===== src/sti_pkg.sv =====
package sti_pkg;

   localparam int VALUE_W = 32;
   localparam int COUNT_W = 5;
   localparam int POS_W   = 4;

   typedef enum logic [1:0] {
      ST_DONE      = 2'd0,
      ST_FULL      = 2'd1,
      ST_NOT_FOUND = 2'd2
   } status_type;

   localparam logic ACT_INSERT = 1'b0;
   localparam logic ACT_DELETE = 1'b1;

   typedef struct packed {
      logic                      action;
      logic signed [VALUE_W-1:0] value;
   } req_payload_type;

   typedef struct packed {
      logic [COUNT_W-1:0] count;
      logic [POS_W-1:0]   position;
      status_type         status;
   } rsp_payload_type;

   typedef struct packed {
      logic capture;
      logic commit;
   } cmd_type;

endpackage


===== src/sti_stream_if.sv =====
interface sti_stream_if #(parameter type payload_type = logic);
   logic        valid;
   logic        ready;
   payload_type payload;

   modport source (output valid, output payload, input ready);
   modport sink   (input valid, input payload, output ready);
endinterface


===== src/sti_controller.sv =====
module sti_controller import sti_pkg::*; (
   input  logic    clock,
   input  logic    reset,
   input  logic    req_valid,
   output logic    req_ready,
   output logic    rsp_valid,
   input  logic    rsp_ready,
   output cmd_type cmd
);

   typedef enum logic [1:0] {
      S_IDLE   = 2'b01,
      S_UPDATE = 2'b10
   } state_type;

   state_type state_ff, state_in;
   logic      rsp_valid_ff, rsp_valid_in;
   logic      slot_free;

   assign slot_free = !rsp_valid_ff || rsp_ready;
   assign req_ready = (state_ff == S_IDLE);
   assign rsp_valid = rsp_valid_ff;

   always_comb begin
      state_in    = state_ff;
      rsp_valid_in = rsp_valid_ff && !rsp_ready;
      cmd         = '0;
      case (state_ff)
         S_IDLE: begin
            if (req_valid) begin
               cmd.capture = 1'b1;
               state_in    = S_UPDATE;
            end
         end
         S_UPDATE: begin
            if (slot_free) begin
               cmd.commit   = 1'b1;
               rsp_valid_in = 1'b1;
               state_in     = S_IDLE;
            end
         end
         default: begin
            state_in = S_IDLE;
         end
      endcase
   end

   always_ff @(posedge clock) begin
      if (reset) begin
         state_ff     <= S_IDLE;
         rsp_valid_ff <= 1'b0;
      end else begin
         state_ff     <= state_in;
         rsp_valid_ff <= rsp_valid_in;
      end
   end

   a_accept_to_update: assert property (@(posedge clock) disable iff (reset)
      (req_valid && req_ready) |=> (state_ff == S_UPDATE) && !req_ready)
      else $error("accepted beat did not move to update");

   a_commit_gives_rsp: assert property (@(posedge clock) disable iff (reset)
      cmd.commit |=> rsp_valid_ff && (state_ff == S_IDLE))
      else $error("commit did not present a result");

   a_rsp_held: assert property (@(posedge clock) disable iff (reset)
      (rsp_valid_ff && !rsp_ready) |=> rsp_valid_ff)
      else $error("stalled result beat dropped");

endmodule


===== src/sti_datapath.sv =====
module sti_datapath import sti_pkg::*; #(
   parameter int DEPTH = 16,
   localparam int CW = $clog2(DEPTH + 1),
   localparam int IW = $clog2(DEPTH)
) (
   input  logic            clock,
   input  logic            reset,
   input  cmd_type         cmd,
   input  req_payload_type req_payload,
   output rsp_payload_type rsp_payload
);

   logic signed [VALUE_W-1:0] store_ff [DEPTH];
   logic signed [VALUE_W-1:0] store_in [DEPTH];
   logic signed [VALUE_W-1:0] store_dn [DEPTH];
   logic signed [VALUE_W-1:0] store_up [DEPTH];
   logic [CW-1:0]             count_ff, count_in;
   logic                      action_ff;
   logic signed [VALUE_W-1:0] value_ff;
   logic [DEPTH-1:0]          le_ff, le_in, lt_ff, lt_in, eq_ff, eq_in;
   logic [DEPTH-1:0]          le_prev, lt_prev, ins_hot, del_hot;
   logic [IW-1:0]             ins_pos, del_pos, pos;
   logic                      full, found, ins_ok, del_ok;
   rsp_payload_type           rsp_ff, rsp_in;

   // per cell compare against the incoming value
   always_comb begin
      for (int i = 0; i < DEPTH; i++) begin
         le_in[i] = (CW'(i) < count_ff) && (store_ff[i] <= req_payload.value);
         lt_in[i] = (CW'(i) < count_ff) && (store_ff[i] <  req_payload.value);
         eq_in[i] = (CW'(i) < count_ff) && (store_ff[i] == req_payload.value);
      end
   end

   assign le_prev = {le_ff[DEPTH-2:0], 1'b1};
   assign lt_prev = {lt_ff[DEPTH-2:0], 1'b1};
   assign ins_hot = le_prev & ~le_ff;
   assign del_hot = lt_prev & ~lt_ff & eq_ff;

   for (genvar g = 0; g < DEPTH; g++) begin : g_nbr
      if (g == 0) begin : g_first
         assign store_dn[g] = value_ff;
      end else begin : g_rest
         assign store_dn[g] = store_ff[g-1];
      end
      if (g == DEPTH - 1) begin : g_last
         assign store_up[g] = store_ff[g];
      end else begin : g_body
         assign store_up[g] = store_ff[g+1];
      end
   end

   assign full   = (count_ff == CW'(DEPTH));
   assign found  = |del_hot;
   assign ins_ok = (action_ff == ACT_INSERT) && !full;
   assign del_ok = (action_ff == ACT_DELETE) && found;

   // one-hot boundary to index
   always_comb begin
      ins_pos = '0;
      del_pos = '0;
      for (int i = 0; i < DEPTH; i++) begin
         ins_pos = ins_pos | (ins_hot[i] ? IW'(i) : '0);
         del_pos = del_pos | (del_hot[i] ? IW'(i) : '0);
      end
   end

   always_comb begin
      for (int i = 0; i < DEPTH; i++) begin
         store_in[i] = store_ff[i];
         if (ins_ok && !le_ff[i]) begin
            store_in[i] = le_prev[i] ? value_ff : store_dn[i];
         end else if (del_ok && !lt_ff[i]) begin
            store_in[i] = store_up[i];
         end
      end
   end

   always_comb begin
      count_in = count_ff;
      pos      = '0;
      if (ins_ok) begin
         count_in = count_ff + CW'(1);
         pos      = ins_pos;
      end else if (del_ok) begin
         count_in = count_ff - CW'(1);
         pos      = del_pos;
      end
      rsp_in.count    = COUNT_W'({{COUNT_W{1'b0}}, count_in});
      rsp_in.position = POS_W'({{POS_W{1'b0}}, pos});
      if (ins_ok || del_ok) begin
         rsp_in.status = ST_DONE;
      end else if (action_ff == ACT_INSERT) begin
         rsp_in.status = ST_FULL;
      end else begin
         rsp_in.status = ST_NOT_FOUND;
      end
   end

   always_ff @(posedge clock) begin
      if (reset) begin
         count_ff <= '0;
      end else if (cmd.commit) begin
         count_ff <= count_in;
      end
   end

   always_ff @(posedge clock) begin
      if (cmd.capture) begin
         action_ff <= req_payload.action;
         value_ff  <= req_payload.value;
         le_ff     <= le_in;
         lt_ff     <= lt_in;
         eq_ff     <= eq_in;
      end
      if (cmd.commit) begin
         store_ff <= store_in;
         rsp_ff   <= rsp_in;
      end
   end

   assign rsp_payload = rsp_ff;

   a_count_bound: assert property (@(posedge clock) disable iff (reset)
      count_ff <= CW'(DEPTH))
      else $error("entry count above depth");

   a_flags_ordered: assert property (@(posedge clock) disable iff (reset)
      cmd.capture |=> ((le_ff & (le_ff + DEPTH'(1))) == '0) && ((lt_ff & ~le_ff) == '0))
      else $error("compare flags not a sorted prefix");

   a_one_position: assert property (@(posedge clock) disable iff (reset)
      cmd.commit |-> $onehot0(del_hot) && (full || $onehot(ins_hot)))
      else $error("position boundary not unique");

endmodule


===== src/sorted_table_insert_delete.sv =====
// an accepted request is captured with its compare flags across the cell row,
// then the commit shifts the row and registers the result; no new request is
// taken until the commit, and a stalled result beat holds the commit back
// reset: synchronous, clears the entry count and both handshakes
// stored values are not cleared, entries at or above the count are never used
module sorted_table_insert_delete import sti_pkg::*; #(
   parameter int DEPTH = 16
) (
   input logic clock,
   input logic reset,
   sti_stream_if.sink   req_chan,
   sti_stream_if.source rsp_chan
);

   cmd_type cmd;

   sti_controller u_controller (
      .clock     (clock),
      .reset     (reset),
      .req_valid (req_chan.valid),
      .req_ready (req_chan.ready),
      .rsp_valid (rsp_chan.valid),
      .rsp_ready (rsp_chan.ready),
      .cmd       (cmd)
   );

   sti_datapath #(.DEPTH(DEPTH)) u_datapath (
      .clock       (clock),
      .reset       (reset),
      .cmd         (cmd),
      .req_payload (req_chan.payload),
      .rsp_payload (rsp_chan.payload)
   );

endmodule


===== src/flat_wrapper.sv =====
// flat-port wrapper written by rule: the top's interface ports become plain ports
module sorted_table_insert_delete_flat import sti_pkg::*;
#(
   parameter int DEPTH = 16
)
  (clock, reset, req_chan_valid, req_chan_payload, req_chan_ready, rsp_chan_valid, rsp_chan_payload, rsp_chan_ready);
  sti_stream_if #(.payload_type(req_payload_type)) req_chan_i ();
  sti_stream_if #(.payload_type(rsp_payload_type)) rsp_chan_i ();
  input logic clock;
  input logic reset;
  input wire logic [$bits(req_chan_i.valid)-1:0] req_chan_valid;
  input wire logic [$bits(req_chan_i.payload)-1:0] req_chan_payload;
  output wire logic [$bits(req_chan_i.ready)-1:0] req_chan_ready;
  output wire logic [$bits(rsp_chan_i.valid)-1:0] rsp_chan_valid;
  output wire logic [$bits(rsp_chan_i.payload)-1:0] rsp_chan_payload;
  input wire logic [$bits(rsp_chan_i.ready)-1:0] rsp_chan_ready;
  assign req_chan_i.valid = req_chan_valid;
  assign req_chan_i.payload = req_chan_payload;
  assign req_chan_ready = req_chan_i.ready;
  assign rsp_chan_valid = rsp_chan_i.valid;
  assign rsp_chan_payload = rsp_chan_i.payload;
  assign rsp_chan_i.ready = rsp_chan_ready;
  sorted_table_insert_delete #(.DEPTH(DEPTH)) u_core (.clock(clock), .reset(reset), .req_chan(req_chan_i), .rsp_chan(rsp_chan_i));
endmodule

===== config.mk =====
export PLATFORM = sky130hd
export DESIGN_NAME = sorted_table_insert_delete_flat
export DESIGN_NICKNAME = d
export VERILOG_FILES = /design/src/sti_pkg.sv /design/src/sti_stream_if.sv /design/src/sti_controller.sv /design/src/sti_datapath.sv /design/src/sorted_table_insert_delete.sv /design/src/flat_wrapper.sv
export SDC_FILE = /design/constraint.sdc
export NUM_CORES = 2
export LEC_CHECK = 0
export BUFFER_PORTS_ARGS = -buffer_cell sky130_fd_sc_hd__buf_2
export CAP_MARGIN = 20
export CORE_MARGIN = 2
export CORE_UTILIZATION = 35
export CTS_BUF_LIST = sky130_fd_sc_hd__clkbuf_4
export DETAILED_ROUTE_END_ITERATION = 12
export MAX_ROUTING_LAYER = met4
export SLEW_MARGIN = 20
export SYNTH_ARGS = -nofsm -noshare
export SYNTH_HDL_FRONTEND = slang
export SYNTH_SLANG_ARGS = --single-unit

===== constraint.sdc =====
create_clock -name clock -period 5.9 [get_ports clock]
set_input_delay 0.295 -clock clock [delete_from_list [all_inputs] [get_ports clock]]
set_output_delay 0.295 -clock clock [all_outputs]
set_load 0.01 [all_outputs]

==> flow_summary.json <==
{
  "synth_top_cell_by_area": "edfxtp_1",
  "fin_setup_tns_ns": 0,
  "drive_gt1_share_pct": 10.94,
  "critPathCaptureType": "flop",
  "syn-cell-area_mm2": 0.04095,
  "synth_nets": 4427,
  "outcome": "completed",
  "post_cts_buffers": 0,
  "area_growth_syn_to_layout_pct": 11.29,
  "gp_congestion": 0.9194,
  "core_mm2": 0.1160,
  "critPathRequiredTime_ns": 6.57,
  "gr-total-overflow": 0,
  "grt_pass1_vias": 29870,
  "max_freq_mhz": 245.4,
  "fp.dieH_um": 346.1,
  "drt-pass1-iter-count": 6,
  "route.vias.total": 31180,
  "crit_top_cell": "buf_4",
  "via_per_inst": 5.525,
  "maxCapViolations": 0,
  "cts-root-buf": "clkbuf_4",
  "pwr-share-clk_pct": 37.8,
  "htreeDepth": 4,
  "cts_resized": 0,
  "finalSetupViolations": 0,
  "die_w_um": 346.1,
  "grt_pass1_wl_um": 178700,
  "ys_seq_area_share_pct": 44.68,
  "ir_worst_vdd_mv": 0.1479,
  "utilization_pct": 39.28,
  "fin_crit_sh_pct": 69.07,
  "clk_latency_ns": 1.07,
  "grt_start_max_net_pins": 66,
  "hold_buffers": 69,
  "p_int_mw": 7.410,
  "clkTransAtPathRegs_ns": 0.06,
  "max_slew_margin_pct": 28.30,
  "yosysUniqueCellTypes": 72,
  "synthArstFlopShare_pct": 0,
  "synth_edf_count": 604,
  "postSynthCellCount": 3875,
  "rsz0062_at_grt": "no",
  "power.switching_mw": 2.862,
  "seq_power_share_pct": 48.9,
  "tritoncts": "yes",
  "leakagePower_nw": 17.99,
  "p_comb_share_pct": 13.2,
  "fillers": 11510,
  "ys_seq_elements": 612,
  "worstPathArrival_ns": 4.74,
  "synth_top_area_share_pct": 44.29,
  "fin_skew_ns": 0.06206,
  "final_net_count": 4555,
  "critical-path-max-stage-delay_ns": 0.81,
  "cts_sinks": 612,
  "fin_crit_ns": 4.075,
  "path_cells": "inv_1, ha_1, nor3b_1, nand2_1, nand2_2, nor2_4, buf_4, o21a_1, buf_4",
  "routed_wl_um": 118000,
  "grt.total_usage_pct": 19.75,
  "powerDensity_mw_per_mm2": 225.4,
  "cts_max_path_buffers": 3,
  "cp_slowest_cell": "nor2_4",
  "synth_ff_type": "edfxtp_1",
  "cts_buffers": 167,
  "tightest_slew_ns": 1.072,
  "dp.final_hpwl_um": 89990,
  "ant_nets": 0,
  "cp_max_fo": 33,
  "initial_core_util_pct": 35.29,
  "drt_iter0_markers": 2697,
  "avgSynthCellArea_um2": 10.57,
  "swShare_pct": 27.86,
  "drcViolationCount": 0,
  "io_buffers": 49,
  "hold_slack_ns": 0.1866,
  "hold_path.class": "in -> reg",
  "die_area_mm2": 0.1198,
  "hold_viol": 0,
  "io_pins": 50,
  "slew_viol_final": 0,
  "fp-row-count": 125,
  "cp-start-kind": "flop",
  "ys_warn_count": 0,
  "critPathKind": "reg -> reg",
  "antenna_found_initial": 5,
  "synthTopCellsByArea": "edfxtp_1 (44%), ha_1 (16%), mux2i_1 (11%)",
  "avgRoutedWirePerCell_um": 20.91
}
[synthesized netlist by cell type (all sizes together), types with 8 or more instances]
library cell and number:
a21oi 677, edfxtp 604, nor2 536, ha 515, mux2i 449, clkbuf 174, nand2 124, nand4 117
inv 90, o21ai 75, mux2 64, nand3 53, a21o 50, buf 35, nor4 32, nor3 31
nand3b 21, o21a 21, nor2b 18, o211ai 17, a211oi 14, a221o 13, a211o 10, a21boi 8
dfxtp 8, o31ai 8, or3 8
[kinds of logic after synthesis]
kind of cell	count (synthesis)	synth area share [%]
buf+inv	299	2.786
xor+xnor	4	0.08556
simple gates	989	11.09
fa+ha+maj	515	15.73
mux	513	12.73
compound gates	943	12.90
flops	612	44.68
[worst max-delay path, delay by kind of cell (launching register included)]
kind	cells	cell delay, ns
fa+ha+maj	1	0.23
simple gates	4	1.71
flops	1	0.61
buf+inv	3	0.97
compound gates	1	0.18
[metrics by stage]
step	setup slack, ns	cell area, µm²	cells	power (mW)
2_1_floorplan	1.778	40950	3875	6.006
3_3_place_gp	1.962	42800	5289	6.377
3_5_place_dp	1.870	42800	5289	6.416
4_1_cts	1.841	45560	5636	10.37
5_1_grt	1.532	45570	5639	10.75
6_report	1.825	45580	5644	10.27
[routing by layer]
| metal | track usage [%] | up-vias | part of all wire (%) |
|---|---|---|---|
| li1 | - | 15100 | - |
| met1 | 29.21 | 14780 | 50 |
| met2 | 27.31 | 1114 | 41 |
| met3 | 3.250 | 185 | 7.3 |
| met4 | 5.953 | 0 | 2.3 |
| met5 | - | - | 0 |
[sequential cells by signal, indices dropped and copies added, names as in the netlist]
| name | count |
|---|---|
| u_core.u_controller.rsp_valid | 1 |
| u_core.u_controller.state_ff | 2 |
| u_core.u_datapath.action_ff | 1 |
| u_core.u_datapath.count_ff | 5 |
| u_core.u_datapath.eq_ff | 16 |
| u_core.u_datapath.le_ff | 16 |
| u_core.u_datapath.lt_ff | 16 |
| u_core.u_datapath.rsp_payload | 11 |
| u_core.u_datapath.store_dn | 480 |
| u_core.u_datapath.store_ff | 32 |
| u_core.u_datapath.value_ff | 32 |
[layout by cell type, fill, tap and decap left out, drive strengths merged, types with 8 or more instances in the layout]
cell	netlist	final
a211o	10	10
a211oi	14	14
a21boi	8	8
a21o	50	50
a21oi	677	677
a221o	13	13
buf	35	99
clkbuf	174	239
clkinv	0	26
dfxtp	8	8
diode	0	8
dlygate4sd3	0	69
edfxtp	604	604
ha	515	515
inv	90	96
mux2	64	64
mux2i	449	449
nand2	124	124
nand3	53	53
nand3b	21	21
nand4	117	117
nor2	536	536
nor2b	18	18
nor3	31	31
nor4	32	32
o211ai	17	17
o21a	21	21
o21ai	75	75
o31ai	8	8
or3	8	8
[power by group through the flow]
stage | logic, mW | clock network [mW] | registers [mW]
2_1_floorplan | 0.995 | 0 | 5.01
3_3_place_gp | 1.27 | 0 | 5.11
3_5_place_dp | 1.31 | 0 | 5.11
4_1_cts | 1.35 | 4.01 | 5.02
5_1_grt | 1.51 | 4.21 | 5.03
6_report | 1.36 | 3.89 | 5.03
[path summary, 6_finish.rpt]
kind | slack [ns] | to | start | cells past startpoint
max | 1.83 | u_core.u_datapath.store_dn[108] | u_core.u_datapath.count_ff[1] | 9
min | 0.19 | u_core.u_datapath.count_ff[4] | reset | 3
max reg2reg | 1.83 | u_core.u_datapath.store_dn[108] | u_core.u_datapath.count_ff[1] | 9
min reg2reg | 0.61 | u_core.u_datapath.store_dn[1] | u_core.u_datapath.store_ff[1] | 2
[layout make-up]
class / count / area, µm² / share of cell area [%]
multi-input cells: 2964 / 21640 / 47.48
diodes: 8 / 20.02 / 0.04392
flip-flops and latches: 612 / 18300 / 40.14
clock inverters: 39 / 269.0 / 0.5902
well taps: 1524 / 1907 / 4.184
clock buffers: 239 / 1794 / 3.937
inverters: 90 / 337.8 / 0.7412
repair buffers: 168 / 1311 / 2.877
No activity file was read; power rests on OpenSTA's default activity.
